**config.mk**
```make
export PLATFORM = sky130hd
export DESIGN_NAME = rast_ctrl
export DESIGN_NICKNAME = d
export VERILOG_FILES = /design/src/rtl/core/rast_pkg.sv /design/src/rtl/core/rast_ctrl.sv
export SDC_FILE = /design/constraint.sdc
export NUM_CORES = 1
export LEC_CHECK = 0
export BUFFER_PORTS_ARGS = -buffer_cell sky130_fd_sc_hd__buf_2
export CORE_AREA = 2 2 39 41
export CTS_CLUSTER_SIZE = 28
export DETAILED_ROUTE_END_ITERATION = 16
export DIE_AREA = 0 0 41 43
export GPL_TIMING_DRIVEN = 0
export PLACE_DENSITY_LB_ADDON = 0.25
export SLEW_MARGIN = 20
export SYNTH_ARGS = -nofsm -noshare
export SYNTH_HDL_FRONTEND = slang
export SYNTH_SLANG_ARGS = --single-unit
```
**constraint.sdc**
```tcl
create_clock -name clk -period 2 [get_ports clk]
set_input_delay 0.3 -clock clk [delete_from_list [all_inputs] [get_ports clk]]
set_output_delay 0.3 -clock clk [all_outputs]
set_load 0.02 [all_outputs]
```
**src/rtl/core/rast_pkg.sv**
```systemverilog
// Shared constants, types and controller encodings for the range add / range sum core.
package rast_pkg;

	// Array and word sizes.
	localparam int NPOS   = 1024;
	localparam int POS_W  = 10;
	localparam int ADDR_W = 10;
	localparam int IDX_W  = 12;
	localparam int LEN_W  = 11;
	localparam int VAL_W  = 32;
	localparam int SUM_W  = 64;
	localparam int PROD_W = VAL_W + LEN_W + 1;

	// Operation codes.
	localparam logic OP_ADD   = 1'b0;
	localparam logic OP_QUERY = 1'b1;

	typedef logic [POS_W-1:0]  pos_t;
	typedef logic [LEN_W-1:0]  len_t;
	typedef logic [SUM_W-1:0]  sum_t;

	typedef enum logic [3:0] {
		ST_CLEAR,
		ST_IDLE,
		ST_LOAD,
		ST_RD,
		ST_MOD,
		ST_MUL,
		ST_ACC,
		ST_NEXT,
		ST_PUT
	} state_t;

	// Commands from the controller to the datapath.
	typedef struct packed {
		logic in_ready;
		logic load;
		logic rd;
		logic modify;
		logic mul;
		logic acc;
		logic put;
		logic clr;
		logic phase;
	} cmd_t;

	// Status from the datapath to the controller.
	typedef struct packed {
		logic in_fire;
		logic cfg_fire;
		logic op_query;
		logic empty;
		logic walk_done;
		logic clr_last;
		logic out_free;
	} status_t;

endpackage

```
**src/rtl/core/rast_ctrl.sv**
```systemverilog
// Controller state machine that sequences clearing, tree walks and result delivery.
module rast_ctrl (
	input  logic              clk,
	input  logic              arst_n,
	input  rast_pkg::status_t sts,
	output rast_pkg::cmd_t    cmd
);
	import rast_pkg::*;

	state_t state_q, state_d;
	logic   phase_q;

	// Next state.
	always_comb begin
		state_d = state_q;
		unique case (state_q)
			ST_CLEAR: if (sts.clr_last) state_d = ST_IDLE;
			ST_IDLE:  if (sts.in_fire) state_d = ST_LOAD;
			ST_LOAD: begin
				if (sts.empty) state_d = sts.op_query ? ST_PUT : ST_IDLE;
				else state_d = ST_RD;
			end
			ST_RD: begin
				if (sts.walk_done) state_d = sts.op_query ? ST_MUL : ST_NEXT;
				else state_d = ST_MOD;
			end
			ST_MOD:   state_d = ST_RD;
			ST_MUL:   state_d = ST_ACC;
			ST_ACC:   state_d = ST_NEXT;
			ST_NEXT: begin
				if (!phase_q) state_d = ST_LOAD;
				else state_d = sts.op_query ? ST_PUT : ST_IDLE;
			end
			ST_PUT:   if (sts.out_free) state_d = ST_IDLE;
			default:  state_d = ST_CLEAR;
		endcase
		// A length write restarts the clearing sweep.
		if (sts.cfg_fire) state_d = ST_CLEAR;
	end

	// Outputs.
	always_comb begin
		cmd          = '0;
		cmd.phase    = phase_q;
		cmd.in_ready = (state_q == ST_IDLE);
		cmd.load     = (state_q == ST_LOAD);
		cmd.rd       = (state_q == ST_RD) && !sts.walk_done;
		cmd.modify   = (state_q == ST_MOD);
		cmd.mul      = (state_q == ST_MUL);
		cmd.acc      = (state_q == ST_ACC);
		cmd.put      = (state_q == ST_PUT) && sts.out_free;
		cmd.clr      = (state_q == ST_CLEAR);
	end

	// State and walk phase registers.
	always_ff @(posedge clk or negedge arst_n) begin
		if (!arst_n) begin
			state_q <= ST_CLEAR;
			phase_q <= 1'b0;
		end else begin
			state_q <= state_d;
			if (state_q == ST_IDLE) phase_q <= 1'b0;
			else if (state_q == ST_NEXT) phase_q <= 1'b1;
		end
	end

endmodule

```
==> flow_summary_export.csv, run 1 <==
group,metric,value,unit
finish,num-nets-final,93,
critical_path,crit_fanout,10,
critical_path,worstSetupStartpointType,"flop",
finish,area_growth,32.4,%
timing,timing.fmax,544,MHz
yosys,syn-cell-area,452,sq um
clock_network,cts-root-buf,"clkbuf_4",
run_status,status,"completed",
yosys,yosysSeqAreaShare,0.277,
timing,fin_setup_tns,0,ps
routing,wirelength,1030,microns
global_routing,grt.total_usage,0.134,
yosys,netlist_instances,61,
routing,drt-wirelength-per-cell,10.4,microns
run,drv_cap,0,
clock_network,insertion_delay,240,ps
placement,gp_congestion,0.716,
critical_path,cpPeakStageDelay,440,ps
routing,vias,483,
critical_path,crit_chain,"clkbuf_1, nand2b_1, nor3_2, buf_2",
critical_path,rrSetupSlack,580,ps
critical_path,cp.arrival,1540,ps
yosys,ys_top_cells_by_area,"dfrtp_1 28%, nor2_1 6.6%, a31oi_1 5.5%, nand2b_1 5.5%, nor3_1 5.5%",
timing,tightest_slew,467,ps
timing,setup_violations,0,
global_routing,grt_pass1_wl,1590,microns
timing,slew_headroom,0.688,
floorplanning,io_pins,18,
critical_path,slowest_stage,"dfrtp_1",
pwr,leakage,0.000304,uW
clock_network,clock-sinks,5,
floorplanning,die-width,41,microns
yosys,synth_top_cell_by_area,"dfrtp_1",
routing,detail-route-antenna-nets,0,
timing,skew,4.15,ps
finish,drive_gt1_frac,0.313,
routing,route.detailed.drc,0,
routing,drt-initial-drc-count,19,
global_routing,grt_pass1_vias,394,
critical_path,critPathKind,"reg2out",
yosys,syn_nets,70,
clock_network,cts_buffer_depth,2,
global_routing,grt_remaining_overflow,0,
floorplanning,start_util,0.326,
routing,avgViaCountPerCell,4.88,
hold_path,hold_path_class,"in2reg",
yosys,syn_area_per_cell,7.40,sq um
clock_network,path_clk_slew,40,ps
floorplanning,dieArea,1760,sq um
yosys,yosys_warnings,0,
routing,first_pass_iters,4,
placement,port_buffers,17,
timing,min_period,1840,ps
placement,dp_hpwl,797,microns
floorplanning,core-area,1380,sq um
timing,finalCritPeriodShare,0.919,
timing,rsz0062_at_grt,"false",
yosys,synth_top_area_frac,0.277,
yosys,ys_types,28,
critical_path,crit_required,1700,ps
clock_network,cts_tree,"yes",
pwr,p_per_area,651,nW/um^2
clock_network,cts_buffers,3,
pwr,ir_drop,0.391,mV
timing,hold_violations,0,
clock_network,htree_levels,1,
yosys,synth_seq_cells,5,
timing,report.final.slew_viol_count,0,
floorplanning,rows,14,
global_routing,grt_max_degree,11,
critical_path,end_kind,"output port",
global_routing,antenna_found_initial,0,
floorplanning,die_h,43,microns
timing,timing.hold.ws,236,ps
finish,antenna_cells,0,
## power by group
| part | total, uW | internal (uW) | switching [uW] |
|---|---|---|---|
| clock network | 114 | 75.3 | 38.9 |
| registers | 115 | 109 | 6.59 |
| logic | 160 | 68.5 | 91.4 |
| total | 389 | 252 | 137 |
## per-layer routing
layer,up-vias,global-route usage,wire length (microns)
li1,257,-,-
met1,207,0.195,525
met2,19,0.172,441
met3,0,0.0314,63
met4,0,0.0800,0
met5,-,0,0
## cell type report
| cell class | instances | area, sq um |
|---|---|---|
| tap | 16 | 20.0 |
| timing repair buffer | 18 | 95.1 |
| multi-input combinational | 48 | 289 |
| clock buffer | 4 | 26.3 |
| sequential | 5 | 125 |
| fill | 145 | 786 |
| inverter | 2 | 7.51 |
| buffer | 6 | 35.0 |
## critical path, delay by kind of cell (launching register included)
kind          cells  cell delay (ps)
flops             1              440
simple gates      2              410
buf+inv           2              440
## registers in the layout, summed over array words and instances, names as in the netlist
name / count
phase_q: 1
state_q: 4
## final timing paths
kind                                             start                endpoint  depth (start not counted)
worst min register to register     phase_q$_DFFE_PN0P_     phase_q$_DFFE_PN0P_                          2
worst min-delay path                            sts[5]  state_q[3]$_DFFE_PN0P_                          2
worst max-delay path            state_q[1]$_DFFE_PN0P_                  cmd[8]                          4
min in group asynchronous                       arst_n  state_q[1]$_DFFE_PN0P_                          2
worst max register to register  state_q[1]$_DFFE_PN0P_  state_q[1]$_DFFE_PN0P_                          4
max in group asynchronous                       arst_n  state_q[0]$_DFFE_PN0P_                          2
## what timing repair did
action                                 CTS  global route
gates resized for setup                  0             1
hold buffers                             1             0
endpoints found under the hold margin    5             0
setup endpoints to repair                0             1
buffers inserted                         0             0
## metrics by stage
step                      area, sq um   util  total power (uW)  cells  setup WS [ps]
after global placement            557  0.402               274     94            375
after global routing              598  0.432               425     99           70.2
after floorplan                   452      -               232     61            300
after detailed placement          557  0.402               273     94            393
final                             598  0.432               389     99            162
after CTS                         593  0.429               394     99            115
## cell families (layout without fill, tap and decap cells)
logic type,count (synthesis),in the layout,share of synthesized area
xor gates and xnor gates,1,1,0.0194
DFF,5,5,0.277
buffers and inverters,8,30,0.0942
AOI/OAI and AO/OA,14,14,0.211
and+or+nand+nor,32,32,0.377
muxes,1,1,0.0222
## synthesized netlist by cell type
cell type  instances
o22ai_1            1
nor2_1             8
clkbuf_1           3
nand3b_1           1
nor2b_1            2
nand2b_1           4
buf_4              1
o21ai_0            1
o21ba_1            1
a221o_1            1
nor3b_1            1
o2bb2ai_1          1
inv_1              2
buf_6              1
a31oi_1            4
a21o_1             1
nor3_4             1
nor4_1             1
nand3_1            3
mux2i_1            1
o21bai_1           1
xor2_1             1
buf_2              1
a21oi_1            3
dfrtp_1            5
nor3_1             5
nand2_1            5
or2_2              1
## layout by cell type (no fill, tap or decap), drive strengths merged
cell type    Yosys  layout
nand2            5       5
a21o             1       1
xor2             1       1
o2bb2ai          1       1
clkbuf           3       7
dlygate4sd3      0       1
a221o            1       1
buf              3      20
o22ai            1       1
o21bai           1       1
nor3b            1       1
inv              2       2
or2              1       1
nor2             8       8
nand3b           1       1
o21ba            1       1
dfrtp            5       5
mux2i            1       1
nand3            3       3
a31oi            4       4
nor2b            2       2
a21oi            3       3
o21ai            1       1
nor4             1       1
nor3             6       6
nand2b           4       4
Power figures use the tool's default switching activity.
==> inputs of run 2 (changes only) <==
==> constraint.sdc (replaced) <==
create_clock -name clk -period 2 [get_ports clk]
set_input_delay 0.3 -clock clk [delete_from_list [all_inputs] [get_ports clk]]
set_output_delay 0.3 -clock clk [all_outputs]
set_load 0.01 [all_outputs]
==> run 2 against run 1 <==
  * Power decreased by 3.1%
  * First-iteration DRC count is the same
  * Combinational power shrank 8%
  * Highest routed layer unchanged
  * Sequential share of layout area rose by 0.18 points
  * Worst setup slack lost 18 ps
==> flow_summary_export.csv, run 2 (synthesis gave the netlist of run 1 again) <==
group,metric,value,unit
critical_path,rrSetupSlack,580,ps
pwr,p_per_area,636,nW/um^2
critical_path,critPathCapture,"cmd[8]",
timing,min_period,1860,ps
floorplanning,io_pins,18,
placement,place_ws,426,ps
floorplanning,rows,14,
timing,report.final.slew_viol_count,0,
clock_network,cts-root-buf,"clkbuf_4",
critical_path,worstSetupStartpointType,"flop",
timing,finalWorstSetupSlack,144,ps
timing,rsz0062_at_grt,"false",
timing,setup_violations,0,
global_routing,grt_remaining_overflow,0,
floorplanning,start_util,0.326,
placement,port_buffers,17,
routing,wirelength,1040,microns
finish,num-nets-final,93,
global_routing,grt_max_degree,11,
critical_path,cpPeakStageDelay,440,ps
clock_network,cts_buffers,3,
clock_network,cts_setup_buffers,0,
critical_path,crit_required,1700,ps
run_status,status,"completed",
clock_network,cts_tree,"yes",
placement,dp_hpwl,797,microns
placement,gp_congestion,0.716,
clock_network,cts_buffer_depth,2,
finish,antenna_cells,0,
clock_network,htree_levels,1,
clock_network,ctsHoldBuffers,1,
timing,fin_setup_tns,0,ps
timing,timing.fmax,539,MHz
critical_path,end_kind,"output port",
placement,placed_area,557,sq um
finish,stdcell_count,99,
pwr,leakage,0.000300,uW
critical_path,critPathKind,"reg2out",
critical_path,crit_fanout,10,
clock_network,clock-sinks,5,
critical_path,crit_path_start,"state_q[1]$_DFFE_PN0P_",
critical_path,crit_chain,"clkbuf_1, nand2b_1, nor3_1, buf_2",
floorplanning,dieArea,1760,sq um
pwr,ir_drop,0.383,mV
critical_path,r2r-end,"state_q[1]$_DFFE_PN0P_",
global_routing,antenna_found_initial,0,
floorplanning,die_h,43,microns
critical_path,slowest_stage,"dfrtp_1",
routing,detail-route-antenna-nets,0,
routing,route.detailed.drc,0,
finish,final_cell_mix,"18 x buf_2, 8 x nor2_1, 5 x nor3_1, 5 x nand2_1, 5 x dfrtp_1",
routing,drt-wirelength-per-cell,10.5,microns
routing,avgViaCountPerCell,4.84,
routing,drt-initial-drc-count,19,
clock_network,insertion_delay,240,ps
critical_path,r2r_start,"state_q[0]$_DFFE_PN0P_",
finish,final_core_util,0.429,
timing,skew,1.62,ps
timing,tightest_slew,431,ps
floorplanning,die-width,41,microns
finish,drive_gt1_frac,0.301,
timing,finalCritPeriodShare,0.928,
hold_path,hold_path_class,"in2reg",
finish,area_growth,31.3,%
timing,hold_violations,0,
clock_network,path_clk_slew,40,ps
global_routing,grt.total_usage,0.134,
routing,vias,479,
finish,fin_area,593,sq um
global_routing,grt_pass1_vias,394,
finish,top_regs,"state_q (4), phase_q (1)",
finish,largest_register_ffs,4,
placement,dp.cells,94,
finish,regMostFlops,"state_q",
critical_path,cp.arrival,1560,ps
floorplanning,core-area,1380,sq um
routing,first_pass_iters,4,
global_routing,grt_pass1_wl,1590,microns
run,drv_cap,0,
clock_network,cts_resized,0,
critical_path,ff2ff_path_depth,5,
finish,mostFrequentLayoutCell,"buf_2",
timing,slew_headroom,0.713,
run 2: changes by cell type in the layout (fill, tap and decap cells not counted):
cell    previous run  this run
nor3_1             4         5
nor3_2             1         0
run 2: layout make-up:
| class | instances | area (sq um) |
|---|---|---|
| plain buffers | 6 | 35.0 |
| clock buffers | 4 | 26.3 |
| fillers | 146 | 791 |
| inverters | 2 | 7.51 |
| multi-input cells | 48 | 284 |
| flip-flops and latches | 5 | 125 |
| well taps | 16 | 20.0 |
| repair buffers | 18 | 95.1 |
run 2: worst min-delay path by stage:
stage	start	endpoint	slack (ps)	cells after the start
2_1_floorplan	arst_n	phase_q$_DFFE_PN0P_	4	0
3_3_place_gp	arst_n	state_q[0]$_DFFE_PN0P_	120	1
3_5_place_dp	arst_n	phase_q$_DFFE_PN0P_	120	1
4_1_cts	sts[5]	state_q[3]$_DFFE_PN0P_	230	2
5_1_grt	sts[5]	state_q[3]$_DFFE_PN0P_	220	2
6_report	sts[5]	state_q[3]$_DFFE_PN0P_	240	2
run 2: per-layer routing:
layer,global-route usage,routed length (microns)
met3,0.0314,64
met1,0.195,520
met4,0.0800,0
met5,0,0
met2,0.172,450
run 2: report_power, final:
group          internal, uW  leakage, uW  switching [uW]  total (uW)
clock network          75.2    0.0000150            38.5         114
registers               109    0.0000685            6.55         115
logic                  67.8     0.000216            80.7         148
total                   252     0.000300             126         377
run 2: worst max-delay path, delay by kind of cell, from the launching register on:
family | cells | cell delay (ps)
DFF | 1 | 440
and+or+nand+nor | 2 | 450
buffers and inverters | 2 | 430
run 2: metrics by stage:
| step | hold WS, ps | power [uW] |
|---|---|---|
| floorplan | 4.41 | 222 |
| global placement | 120 | 264 |
| detailed placement | 117 | 263 |
| CTS | 230 | 384 |
| global route | 218 | 414 |
| finish | 238 | 377 |
==> inputs of run 3 (changes only) <==
--- a/config.mk
+++ b/config.mk
@@ -12,7 +12,7 @@
 export DIE_AREA = 0 0 41 43
 export GPL_TIMING_DRIVEN = 0
 export PLACE_DENSITY_LB_ADDON = 0.25
-export SLEW_MARGIN = 20
+export SLEW_MARGIN = 30
 export SYNTH_ARGS = -nofsm -noshare
 export SYNTH_HDL_FRONTEND = slang
 export SYNTH_SLANG_ARGS = --single-unit
==> constraint.sdc (replaced) <==
create_clock -name clk -period 1.72 [get_ports clk]
set_input_delay 0.258 -clock clk [delete_from_list [all_inputs] [get_ports clk]]
set_output_delay 0.258 -clock clk [all_outputs]
set_load 0.01 [all_outputs]
==> run 3 against run 2 <==
  * Worst setup slack improved by 25 ps
  * Die area unchanged
  * Design area decreased by 0.21%
  * Non-clock buffer count decreased by 3
  * Via count decreased by 4.4%
  * Clock power increased by 16%
  * Critical path depth increased by 1
  * Utilization decreased by 0.090 points
  * Global-route usage unchanged
  * Sequential share of layout area increased by 0.47 points
  * Sequential cell count unchanged
  * Clock-buffer cell count unchanged
  * Critical endpoint is now cmd[6]
==> flow_summary_export.csv, run 3 (synthesis gave the netlist of run 1 again) <==
group,metric,value,unit
floorplanning,die-width,41,microns
timing,timing.fmax,645,MHz
floorplanning,rows,14,
critical_path,crit_required,1460,ps
placement,gp_congestion,0.716,
run_status,status,"completed",
finish,regMostFlops,"state_q",
routing,avgViaCountPerCell,4.77,
finish,largest_register_ffs,4,
placement,dp_hpwl,797,microns
finish,final_core_util,0.428,
global_routing,grt_pass1_vias,384,
routing,drt-wirelength-per-cell,10.3,microns
clock_network,clock-sinks,5,
critical_path,path_buf_inv,2,
clock_network,cts_buffers,3,
clock_network,path_clk_slew,40,ps
global_routing,antenna_found_initial,0,
pwr,leakage,0.000297,uW
finish,fin_area,592,sq um
critical_path,end_kind,"output port",
finish,antenna_cells,0,
run,drv_cap,0,
critical_path,crit_fanout,10,
clock_network,cts-root-buf,"clkbuf_4",
finish,stdcell_count,96,
critical_path,critPathCapture,"cmd[6]",
pwr,ir_drop,0.433,mV
clock_network,cts_tree,"yes",
global_routing,grt.total_usage,0.134,
critical_path,cpPeakStageDelay,380,ps
timing,tightest_slew,305,ps
floorplanning,start_util,0.326,
timing,finalCritPeriodShare,0.902,
timing,report.final.slew_viol_count,0,
floorplanning,io_pins,18,
placement,placed_area,557,sq um
finish,final_cell_mix,"17 x buf_2, 7 x nor2_1, 5 x nand2_1",
timing,slew_headroom,0.797,
routing,wirelength,991,microns
finish,drive_gt1_frac,0.363,
critical_path,ff2ff_path_depth,4,
timing,hold_violations,0,
hold_path,min_delay_path_depth,2,
routing,route.detailed.drc,0,
timing,skew,1.57,ps
global_routing,grt_pass1_wl,1590,microns
timing,rsz0062_at_grt,"false",
critical_path,r2r_start,"state_q[1]$_DFFE_PN0P_",
floorplanning,dieArea,1760,sq um
clock_network,htree_levels,1,
routing,detail-route-antenna-nets,0,
placement,dp.cells,94,
critical_path,rrSetupSlack,240,ps
critical_path,crit_path_start,"state_q[3]$_DFFE_PN0P_",
routing,first_pass_iters,4,
finish,seq_area,128,sq um
clock_network,cts_setup_buffers,0,
finish,fill_cells,142,
clock_network,cts_buffer_depth,2,
placement,port_buffers,17,
critical_path,slowest_stage,"dfrtp_1",
critical_path,r2r-end,"state_q[1]$_DFFE_PN0P_",
floorplanning,die_h,43,microns
hold_path,hold_path_class,"in2reg",
finish,multi_input_area,292,sq um
timing,setup_violations,0,
finish,mostFrequentLayoutCell,"buf_2",
finish,top_regs,"state_q (4), phase_q (1)",
global_routing,grt_max_degree,15,
routing,vias,458,
critical_path,crit_chain,"clkbuf_2, nor2_2, nand3_1, nor2_1, buf_2",
critical_path,critPathKind,"reg2out",
critical_path,cp.depth,5,
timing,fin_setup_tns,0,ps
timing,min_period,1550,ps
critical_path,worstSetupStartpointType,"flop",
pwr,p_per_area,737,nW/um^2
routing,drt-initial-drc-count,16,
timing,timing.hold.ws,197,ps
global_routing,grt_remaining_overflow,0,
finish,num-nets-final,90,
floorplanning,core-area,1380,sq um
finish,area_growth,31.0,%
clock_network,insertion_delay,240,ps
critical_path,cp.arrival,1290,ps
critical_path,crit_family,"flip-flops",
==> run 3: routing by layer <==
layer	GRT usage	part of all wire
met5	0	0
met4	0.0800	0
met1	0.201	0.55
met3	0.0314	0.051
met2	0.166	0.40
==> run 3: layout make-up <==
cell class	count	share of cell area
multi-input combinational	48	0.493
sequential	5	0.216
timing repair buffer	18	0.161
clock buffer	4	0.0444
buffer	3	0.0402
tap	16	0.0338
inverter	2	0.0127
==> run 3: where the power goes <==
group	internal [uW]	switching, uW
clock	87.5	44.8
sequential	127	14.0
combinational	76.9	86.5
total	291	145
==> run 3: what timing repair did <==
| action | CTS | global route |
|---|---|---|
| setup endpoints to repair | 1 | 4 |
| resized for setup | 0 | 6 |
| endpoints found under the hold margin | 5 | 0 |
| hold buffers | 1 | 0 |
| pin swaps | 0 | 0 |
==> run 3: stage by stage <==
stage / setup WS (ps) / total power [uW]
after global placement: 171 / 306
after CTS: 3.62 / 444
final: 169 / 436
after floorplan: 338 / 258
after global routing: 40.8 / 479
after detailed placement: 188 / 305
==> run 3: how the worst min path moves through the flow <==
stage | from | endpoint | slack (ps)
final | sts[5] | state_q[3]$_DFFE_PN0P_ | 200
after global routing | sts[5] | state_q[3]$_DFFE_PN0P_ | 180
after CTS | sts[5] | state_q[3]$_DFFE_PN0P_ | 190
after detailed placement | arst_n | phase_q$_DFFE_PN0P_ | 80
after global placement | arst_n | state_q[0]$_DFFE_PN0P_ | 80
after floorplan | arst_n | phase_q$_DFFE_PN0P_ | -40
